`config.mk`:
```
export PLATFORM = sky130hd
export DESIGN_NAME = ip_in_ip_header_builder_top
export DESIGN_NICKNAME = d
export VERILOG_FILES = /design/src/sv/iihb_pkg.sv /design/src/sv/iihb_cell.sv /design/src/sv/iihb_seq.sv /design/src/sv/ip_in_ip_header_builder_top.sv
export VERILOG_INCLUDE_DIRS = /design/src /design/src/sv
export SDC_FILE = /design/constraint.sdc
export NUM_CORES = 2
export LEC_CHECK = 0
export ABC_AREA = 1
export BUFFER_PORTS_ARGS = -buffer_cell sky130_fd_sc_hd__buf_4
export CAP_MARGIN = 20
export CORE_MARGIN = 4
export CORE_UTILIZATION = 58
export CTS_BUF_LIST = sky130_fd_sc_hd__clkbuf_8
export DETAILED_ROUTE_END_ITERATION = 10
export GPL_TIMING_DRIVEN = 1
export PLACE_DENSITY = 0.78
export SYNTH_ARGS = -nofsm -noshare
export SYNTH_HDL_FRONTEND = slang
export SYNTH_SLANG_ARGS = --single-unit
```
`constraint.sdc`:
```
create_clock -name clock -period 4.1 [get_ports clock]
set_clock_uncertainty 0.1 [all_clocks]
set_input_delay 0.615 -clock clock [delete_from_list [all_inputs] [get_ports clock]]
set_output_delay 0.615 -clock clock [all_outputs]
set_load 0.05 [all_outputs]
```
`src/sv/ip_in_ip_header_builder_top_assert.svh`:
```
// Assertion macros for the IP-in-IP header builder.
// Used by iihb_seq and ip_in_ip_header_builder_top; no other dependencies.
`ifndef IP_IN_IP_HEADER_BUILDER_TOP_ASSERT_SVH
`define IP_IN_IP_HEADER_BUILDER_TOP_ASSERT_SVH
`ifndef SYNTHESIS
// Same-cycle implication
`define ASSERT_IMP(lbl, clk, rst, ante, cons) \
   lbl: assert property (@(posedge clk) disable iff (rst) (ante) |-> (cons)) \
      else $error("header builder check failed");
// Next-cycle implication
`define ASSERT_NXT(lbl, clk, rst, ante, cons) \
   lbl: assert property (@(posedge clk) disable iff (rst) (ante) |=> (cons)) \
      else $error("header builder check failed");
`else
`define ASSERT_IMP(lbl, clk, rst, ante, cons)
`define ASSERT_NXT(lbl, clk, rst, ante, cons)
`endif
`endif

```
`src/sv/iihb_pkg.sv`:
```
// Shared types and constants of the IP-in-IP outer header builder.
// No dependencies; imported by every module of the block.
package iihb_pkg;

   localparam int BINDING_ENTRIES_DEF = 16;

   // Request opcodes
   localparam logic OP_ENCAP = 1'b0;
   localparam logic OP_WRITE = 1'b1;

   // Outer header constants
   localparam logic [7:0]  OUTER_VER_IHL   = 8'h45;
   localparam logic [7:0]  OUTER_TTL       = 8'd200;
   localparam logic [7:0]  OUTER_PROTOCOL  = 8'd4;
   localparam logic [16:0] OUTER_HDR_BYTES = 17'd20;
   localparam logic [15:0] LEN_MAX         = 16'hFFFF;

   // Header word positions
   localparam logic [2:0] WORD_LEN = 3'd0;
   localparam logic [2:0] WORD_ID  = 3'd1;
   localparam logic [2:0] WORD_TTL = 3'd2;
   localparam logic [2:0] WORD_SRC = 3'd3;
   localparam logic [2:0] WORD_DST = 3'd4;

   typedef struct packed {
      logic        opcode;
      logic [7:0]  inner_tos;
      logic [15:0] inner_length;
      logic [31:0] inner_destination;
      logic [3:0]  entry_index;
      logic [31:0] home_address;
      logic [31:0] care_of_address;
      logic        entry_valid;
   } req_type;

   typedef struct packed {
      logic [31:0] header_word;
      logic        last_word;
      logic        binding_found;
   } rsp_type;

   // Lookup transaction travelling down the binding chain
   typedef struct packed {
      logic        active;
      logic        found;
      logic [31:0] key;
      logic [31:0] dst;
   } token_type;

   // Encapsulate transaction handed to the sequencer at accept
   typedef struct packed {
      logic        go;
      logic [7:0]  tos;
      logic [15:0] length;
   } enc_cmd_type;

   typedef enum logic [1:0] {
      ST_IDLE,
      ST_LOOKUP,
      ST_EMIT
   } seq_state_type;

endpackage

```
`src/sv/iihb_cell.sv`:
```
// One binding table slot: stores home/care-of/valid and checks the passing lookup.
// Depends on iihb_pkg.
module iihb_cell
   import iihb_pkg::*;
(
   input  logic        clock,
   input  logic        reset,
   input  logic        wr_en,
   input  logic [31:0] wr_home,
   input  logic [31:0] wr_care,
   input  logic        wr_valid,
   input  token_type   prev_tok,
   output token_type   next_tok
);

   logic [31:0] home_ff;
   logic [31:0] care_ff;
   logic        valid_ff;
   token_type   tok_ff;
   token_type   tok_in;
   logic        hit;

   // Update the slot on a write transaction
   always_ff @(posedge clock) begin
      if (wr_en) begin
         home_ff <= wr_home;
         care_ff <= wr_care;
      end
   end

   always_ff @(posedge clock) begin
      if (reset) begin
         valid_ff <= 1'b0;
      end else if (wr_en) begin
         valid_ff <= wr_valid;
      end
   end

   // Take the first valid match; later slots see found and pass it along
   assign hit = prev_tok.active && !prev_tok.found && valid_ff && (home_ff == prev_tok.key);

   always_comb begin
      tok_in = prev_tok;
      if (hit) begin
         tok_in.found = 1'b1;
         tok_in.dst   = care_ff;
      end
   end

   // Advance the lookup one slot
   always_ff @(posedge clock) begin
      tok_ff.found <= tok_in.found;
      tok_ff.key   <= tok_in.key;
      tok_ff.dst   <= tok_in.dst;
      if (reset) begin
         tok_ff.active <= 1'b0;
      end else begin
         tok_ff.active <= tok_in.active;
      end
   end

   assign next_tok = tok_ff;

endmodule

```
`src/sv/iihb_seq.sv`:
```
// Control sequencer and header formatter: checksum and five-word emission.
// Depends on iihb_pkg and ip_in_ip_header_builder_top_assert.svh.
`include "ip_in_ip_header_builder_top_assert.svh"
module iihb_seq
   import iihb_pkg::*;
(
   input  logic        clock,
   input  logic        reset,
   input  enc_cmd_type cmd,
   input  token_type   tok_exit,
   input  logic [31:0] source_address,
   output logic        busy,
   output logic        rsp_strobe,
   output rsp_type     rsp_payload
);

   seq_state_type state_ff;
   seq_state_type state_in;
   logic [2:0]    cnt_ff;
   logic [2:0]    cnt_in;
   logic [7:0]    tos_ff;
   logic [15:0]   tlen_ff;
   logic [17:0]   part_ff;
   logic [18:0]   sum_ff;
   logic [31:0]   dst_ff;
   logic          found_ff;
   logic          rsp_strobe_ff;
   rsp_type       rsp_payload_ff;
   rsp_type       rsp_in;

   logic          emit_en;
   logic          load_sum;
   logic [16:0]   len_sum;
   logic [15:0]   len_sat;
   logic [16:0]   fold1;
   logic [15:0]   fold2;
   logic [15:0]   csum;

   // Next state
   always_comb begin
      state_in = state_ff;
      unique case (state_ff)
         ST_IDLE: begin
            if (cmd.go) state_in = ST_LOOKUP;
         end
         ST_LOOKUP: begin
            if (tok_exit.active) state_in = ST_EMIT;
         end
         ST_EMIT: begin
            if (cnt_ff == WORD_DST) state_in = ST_IDLE;
         end
         default: state_in = ST_IDLE;
      endcase
   end

   // Control outputs
   always_comb begin
      emit_en  = 1'b0;
      load_sum = 1'b0;
      busy     = 1'b1;
      unique case (state_ff)
         ST_IDLE:   busy = 1'b0;
         ST_LOOKUP: load_sum = tok_exit.active;
         ST_EMIT:   emit_en = 1'b1;
         default:   busy = 1'b1;
      endcase
   end

   assign cnt_in = emit_en ? cnt_ff + 3'd1 : WORD_LEN;

   always_ff @(posedge clock) begin
      if (reset) begin
         state_ff <= ST_IDLE;
         cnt_ff   <= WORD_LEN;
      end else begin
         state_ff <= state_in;
         cnt_ff   <= cnt_in;
      end
   end

   // Saturate the outer length
   assign len_sum = {1'b0, cmd.length} + OUTER_HDR_BYTES;
   assign len_sat = len_sum[16] ? LEN_MAX : len_sum[15:0];

   // Capture fixed header fields and their partial checksum at accept
   always_ff @(posedge clock) begin
      if (cmd.go && (state_ff == ST_IDLE)) begin
         tos_ff  <= cmd.tos;
         tlen_ff <= len_sat;
         part_ff <= 18'({OUTER_VER_IHL, cmd.tos}) + 18'(len_sat)
                  + 18'({OUTER_TTL, OUTER_PROTOCOL});
      end
   end

   // Finish the sum once the lookup leaves the chain
   always_ff @(posedge clock) begin
      if (load_sum) begin
         dst_ff   <= tok_exit.dst;
         found_ff <= tok_exit.found;
         sum_ff   <= 19'(part_ff) + 19'(source_address[31:16]) + 19'(source_address[15:0])
                   + 19'(tok_exit.dst[31:16]) + 19'(tok_exit.dst[15:0]);
      end
   end

   // Fold carries back in and complement
   assign fold1 = {1'b0, sum_ff[15:0]} + 17'(sum_ff[18:16]);
   assign fold2 = fold1[15:0] + 16'(fold1[16]);
   assign csum  = ~fold2;

   // Select the word for this cycle
   always_comb begin
      rsp_in.last_word     = (cnt_ff == WORD_DST);
      rsp_in.binding_found = found_ff;
      unique case (cnt_ff)
         WORD_LEN: rsp_in.header_word = {OUTER_VER_IHL, tos_ff, tlen_ff};
         WORD_ID:  rsp_in.header_word = 32'd0;
         WORD_TTL: rsp_in.header_word = {OUTER_TTL, OUTER_PROTOCOL, csum};
         WORD_SRC: rsp_in.header_word = source_address;
         WORD_DST: rsp_in.header_word = dst_ff;
         default:  rsp_in.header_word = 32'd0;
      endcase
   end

   // Register the result transaction
   always_ff @(posedge clock) begin
      if (reset) begin
         rsp_strobe_ff <= 1'b0;
      end else begin
         rsp_strobe_ff <= emit_en;
      end
   end

   always_ff @(posedge clock) begin
      if (emit_en) begin
         rsp_payload_ff <= rsp_in;
      end
   end

   assign rsp_strobe  = rsp_strobe_ff;
   assign rsp_payload = rsp_payload_ff;

   `ASSERT_NXT(a_words_contiguous, clock, reset, rsp_strobe_ff && !rsp_payload_ff.last_word, rsp_strobe_ff)
   `ASSERT_NXT(a_gap_after_last, clock, reset, rsp_strobe_ff && rsp_payload_ff.last_word, !rsp_strobe_ff)
   `ASSERT_IMP(a_exit_in_lookup, clock, reset, tok_exit.active, state_ff == ST_LOOKUP)

endmodule

```
`src/sv/ip_in_ip_header_builder_top.sv`:
```
// IP-in-IP outer header builder, top level: binding chain, source register, sequencer.
// Depends on iihb_pkg, iihb_cell, iihb_seq and ip_in_ip_header_builder_top_assert.svh.
//
// Usage:
//  - Request: a transaction is taken at a clock edge with start high and busy low.
//    opcode OP_WRITE updates one binding slot in that edge and returns nothing;
//    busy stays low, so the next request may follow in the next cycle.
//  - opcode OP_ENCAP sends the inner destination down a row of BINDING_ENTRIES
//    slot cells, one cell per cycle; the lowest matching valid slot supplies
//    the care-of address.
//  - Response: five header words, one per cycle, each marked by rsp_strobe for
//    one cycle; last_word flags the fifth. The first word is registered once the
//    lookup has left the last slot cell and the sequencer has finished the sum.
//  - Busy: after an encapsulate accept, busy stays high while the lookup walks
//    the slot chain and the five words are emitted; no new request is taken until then.
//  - csr: csr_ready is always high; write source_address only while busy is low.
//  - Reset (synchronous, active high) empties the table and clears
//    source_address. The receiver cannot stall, so nothing is held back.
`include "ip_in_ip_header_builder_top_assert.svh"
module ip_in_ip_header_builder_top
   import iihb_pkg::*;
#(
   parameter int BINDING_ENTRIES = BINDING_ENTRIES_DEF
) (
   input  logic        clock,
   input  logic        reset,
   input  logic        start,
   output logic        busy,
   input  req_type     req_payload,
   output logic        rsp_strobe,
   output rsp_type     rsp_payload,
   input  logic        csr_valid,
   output logic        csr_ready,
   input  logic [31:0] csr_data
);

   logic        accept;
   logic        wr_req;
   logic [31:0] source_address_ff;
   token_type   chain_tok [BINDING_ENTRIES+1];
   logic [BINDING_ENTRIES-1:0] chain_active;
   enc_cmd_type cmd;

   assign accept = start && !busy;
   assign wr_req = accept && (req_payload.opcode == OP_WRITE);

   // Hold the source address register
   assign csr_ready = 1'b1;

   always_ff @(posedge clock) begin
      if (reset) begin
         source_address_ff <= 32'd0;
      end else if (csr_valid && csr_ready) begin
         source_address_ff <= csr_data;
      end
   end

   // Launch a lookup into the head of the chain
   always_comb begin
      chain_tok[0].active = accept && (req_payload.opcode == OP_ENCAP);
      chain_tok[0].found  = 1'b0;
      chain_tok[0].key    = req_payload.inner_destination;
      chain_tok[0].dst    = req_payload.inner_destination;
   end

   // Row of binding slot cells
   for (genvar i = 0; i < BINDING_ENTRIES; i++) begin : g_cell
      logic cell_wr;

      assign cell_wr = wr_req && (int'(req_payload.entry_index) == i);
      assign chain_active[i] = chain_tok[i+1].active;

      iihb_cell u_cell (
         .clock    (clock),
         .reset    (reset),
         .wr_en    (cell_wr),
         .wr_home  (req_payload.home_address),
         .wr_care  (req_payload.care_of_address),
         .wr_valid (req_payload.entry_valid),
         .prev_tok (chain_tok[i]),
         .next_tok (chain_tok[i+1])
      );
   end

   assign cmd.go     = chain_tok[0].active;
   assign cmd.tos    = req_payload.inner_tos;
   assign cmd.length = req_payload.inner_length;

   iihb_seq u_seq (
      .clock          (clock),
      .reset          (reset),
      .cmd            (cmd),
      .tok_exit       (chain_tok[BINDING_ENTRIES]),
      .source_address (source_address_ff),
      .busy           (busy),
      .rsp_strobe     (rsp_strobe),
      .rsp_payload    (rsp_payload)
   );

   `ASSERT_IMP(a_one_lookup, clock, reset, 1'b1, $onehot0(chain_active))
   `ASSERT_NXT(a_busy_after_encap, clock, reset, cmd.go, busy)

endmodule

```
==> flow_metrics.py <==
metrics = {
    "power_and_ir_drop": {
        "static-leakage-power_nw": 36.9,
        "p_total_w": 0.0446,
        "peakVddDrop_uv": 384,
        "powerDensity_mw_per_mm2": 505,
    },
    "synth": {
        "post_synth_inst_count": 6150,
        "syn_area_mm2": 0.0761,
        "synth.cells.most_frequent": "1231 x sky130_fd_sc_hd__nand2_1, 1152 x sky130_fd_sc_hd__edfxtp_1, 1078 x sky130_fd_sc_hd__dfxtp_1",
        "synth.area.top_cells": "sky130_fd_sc_hd__edfxtp_1 45%, sky130_fd_sc_hd__dfxtp_1 28%, sky130_fd_sc_hd__nand2_1 6.1%",
        "ys_async_sr_fraction_pct": 0,
        "synth_sequential_area_ratio_pct": 73.8,
        "synthesis.yosys.warnings": 0,
        "syn_avg_cell_area_um2": 12.4,
        "synth_most_common_cell": "sky130_fd_sc_hd__nand2_1",
        "synth_seq_cells": 2230,
        "yosysTopAreaCellShare_pct": 45.5,
        "synth_top_flop_cell": "sky130_fd_sc_hd__edfxtp_1",
        "synth_fp_nets": 6402,
        "synth_area_leader_cell": "sky130_fd_sc_hd__edfxtp_1",
        "yosys.cell_types.count": 54,
        "synth-edff-count": 1152,
    },
    "global_route": {
        "number_of_antenna_violations_at_the_first_check_in_global_routing": 3,
        "pin_count_of_the_biggest_net_entering_global_routing": 66,
        "grt_pass1_wl_mm": 253,
        "vias_in_the_first_global_route": 45700,
        "grt_overflow_total": 0,
        "groute.usage.overall_pct": 23.9,
    },
    "setup_path": {
        "timing.rr.end": "u_seq.sum_ff[12]",
        "critical_path.max_fanout": 4,
        "worstSetupStartpointType": "flip-flop",
        "critPathRequiredTime_ns": 4.72,
        "ff2ff_path_depth": 15,
        "worst_path_dominant_cell_family": "adder cells",
        "path_cells": "inv_1 -> fa_1 -> inv_1 -> fa_1 -> inv_1 -> fa_1 -> inv_1 -> ha_1 -> a21oi_1 -> nand2_1 -> a21oi_2 -> o21ai_1 -> a21boi_1 -> o21ai_0 -> xor2_1",
        "slowest_cp_cell": "sky130_fd_sc_hd__fa_1",
        "reg_to_reg_critical_path_startpoint": "source_address_ff[3]",
        "critPathArrivalTime_ns": 4.52,
        "critical_path.max_stage_delay_ns": 0.55,
        "reg2reg_slack_ns": 0.20,
        "crit_path_end_kind": "flip-flop",
        "cp_common_cell": "sky130_fd_sc_hd__inv_1",
        "category_of_the_most_critical_setup_path": "flip-flop to flip-flop",
        "crit_buf_inv": 4,
    },
    "timing": {
        "worst-slew-pin-transition_ns": 1.09,
        "maximum_clock_rate_mhz": 256,
        "setup_total_negative_slack_ns": 0,
        "hold_viol": 0,
        "worst_rel_slew_slack_pct": 27.6,
        "min_period_over_period_pct": 95.2,
        "timing.final.max_slew_violations": 0,
        "timing.final.setup_violations": 0,
        "tightest_hold_margin_ns": 0.121,
        "finalWorstSetupSlack_ns": 0.197,
        "grt_setup_unrepaired": "false",
        "timing.final.crit_period_ns": 3.90,
    },
    "cells_and_area": {
        "area.sequential_mm2": 0.0562,
        "fin_nets": 7014,
        "layout.filler_cells": 8879,
        "drive_gt1_share_pct": 12.0,
        "area.growth.synth_to_final_pct": 16.1,
        "multi_input_area_mm2": 0.0170,
        "layout.cells.non_filler": 8778,
    },
    "drt": {
        "post_drt_wl_per_cell_um": 18.6,
        "dr_total_vias": 44900,
        "wirelength_mm": 163,
        "vias_per_cell": 5.11,
        "dr.pass1.iters": 8,
        "detail-route-antenna-nets": 0,
        "dr.first_iter.drc_count": 3199,
        "route.detailed.drc": 0,
    },
    "die": {
        "die_h_um": 370,
        "die-area_mm2": 0.137,
        "core_mm2": 0.130,
        "fp-row-count": 132,
        "initial_utilization_pct": 58.5,
        "num_io_pins": 199,
        "floorplan.die.width_um": 370,
    },
    "place": {
        "placement.setup.worst_slack_ns": -0.0575,
        "port_buffers": 197,
        "place_hpwl_mm": 115,
        "place_congestion": 0.913,
        "dpl_cells": 7995,
    },
    "clock_tree": {
        "ctsLongestPathBuffers": 4,
        "insertion_delay_ns": 1.00,
        "numClockSinks": 2230,
        "post-cts-setup-buffers": 0,
        "tritoncts": "yes",
        "ctsHtreeMaxLevel": 5,
        "cts_root_buf": "sky130_fd_sc_hd__clkbuf_8",
        "cts_made_buffers": 342,
        "cts.clk_slew.worst_paths_ns": 0.07,
    },
    "run": {
        "timing.max_cap.violations": 0,
    },
    "outcome": {
        "outcome": "finished clean",
    },
    "hold_path": {
        "min_from": "req_payload[115]",
        "hold-path-cell-count": 5,
        "min_delay_worst_endpoint": "u_seq.tlen_ff[14]",
        "holdCritPathClass": "input pin to flip-flop",
    },
}
## routing by layer
layer  GRT usage [%]  vias to the layer above  wire length [um]
met4            11.7                        0              7600
met5               0                        -                 0
met3            4.62                      342              9440
met1            29.4                    21200             66100
met2            40.6                     1375             80100
li1                -                    22000                 -
## area by class of cell
type	instances	area share [%]
multi-input cells	3079	19.2
diodes	5	0.0142
repair buffers	428	4.26
clock inverters	208	1.18
clock buffers	405	6.31
well taps	1742	2.47
inverters	681	2.90
flip-flops and latches	2230	63.6
## power by group
| part | switching, W | total, W | internal [W] |
|---|---|---|---|
| logic | 0.00165 | 0.00269 | 0.00105 |
| registers | 0.000302 | 0.0245 | 0.0242 |
| clock network | 0.00798 | 0.0174 | 0.00939 |
## kinds of logic (layout without fill, tap and decap cells)
family,count (synthesis),after routing,synth area share [%]
other,1,6,0.00493
adders and majority gates,90,90,1.96
DFF,2230,2230,73.8
and+or+nand+nor,2120,2120,12.1
buffers and inverters,841,1722,4.20
AOI/OAI and AO/OA,576,576,4.45
muxes,12,12,0.178
xor gates and xnor gates,280,280,3.24
## timing repair
action                                   CTS  global route
endpoints found under the setup margin     3             7
hold buffers                             159             0
pin swaps                                  1             2
endpoints found under the hold margin   1178             0
resized for setup                          2             8
## worst max-delay path by stage
| stage | end | from | cells past startpoint | slack, ns |
|---|---|---|---|---|
| finish | u_seq.sum_ff[12] | source_address_ff[3] | 15 | 0.20 |
| floorplan | g_cell[11].u_cell.care_ff[0] | req_payload[125] | 4 | -0.26 |
| detailed placement | u_seq.part_ff[14] | req_payload[103] | 17 | -0.06 |
| global route | u_seq.sum_ff[18] | source_address_ff[3] | 17 | 0.008 |
| global placement | u_seq.sum_ff[17] | source_address_ff[1] | 15 | 0.06 |
| CTS | u_seq.sum_ff[18] | source_address_ff[3] | 17 | 0.04 |
## through the flow
step,instance area [um2],util [%]
5_1_grt,88300,67.9
6_report,88300,67.9
2_1_floorplan,76100,-
3_3_place_gp,79900,61.5
3_5_place_dp,79900,61.5
4_1_cts,88100,67.8
## registers in the layout, indices dropped and copies added, names as in the netlist, 18 cells and up
register                cells
u_seq.dst_ff               32
u_seq.rsp_payload          34
g_cell.u_cell.next_tok   1024
g_cell.u_cell.care_ff     512
u_seq.part_ff              18
u_seq.sum_ff               19
g_cell.u_cell.home_ff     512
source_address_ff          32
## worst register-to-register path, delay by kind of cell (launching register included)
| kind | cells | cell delay [ns] |
|---|---|---|
| adders and majority gates | 4 | 1.84 |
| DFF | 1 | 0.33 |
| buffers and inverters | 4 | 0.21 |
| AOI/OAI and AO/OA | 5 | 0.88 |
| xor gates and xnor gates | 1 | 0.15 |
| and+or+nand+nor | 1 | 0.12 |
## cells in the final DEF (no fill, tap or decap), drive strengths merged, types with 159 or more instances in the layout
master,netlist,final
dlygate4sd3,0,159
nand2,1245,1245
buf,27,269
inv,681,820
clkbuf,133,405
o21ai,275,275
edfxtp,1152,1152
nand3,447,447
xor2,256,256
dfxtp,1078,1078
nor2,224,224
(Power assumes the default switching activity.)
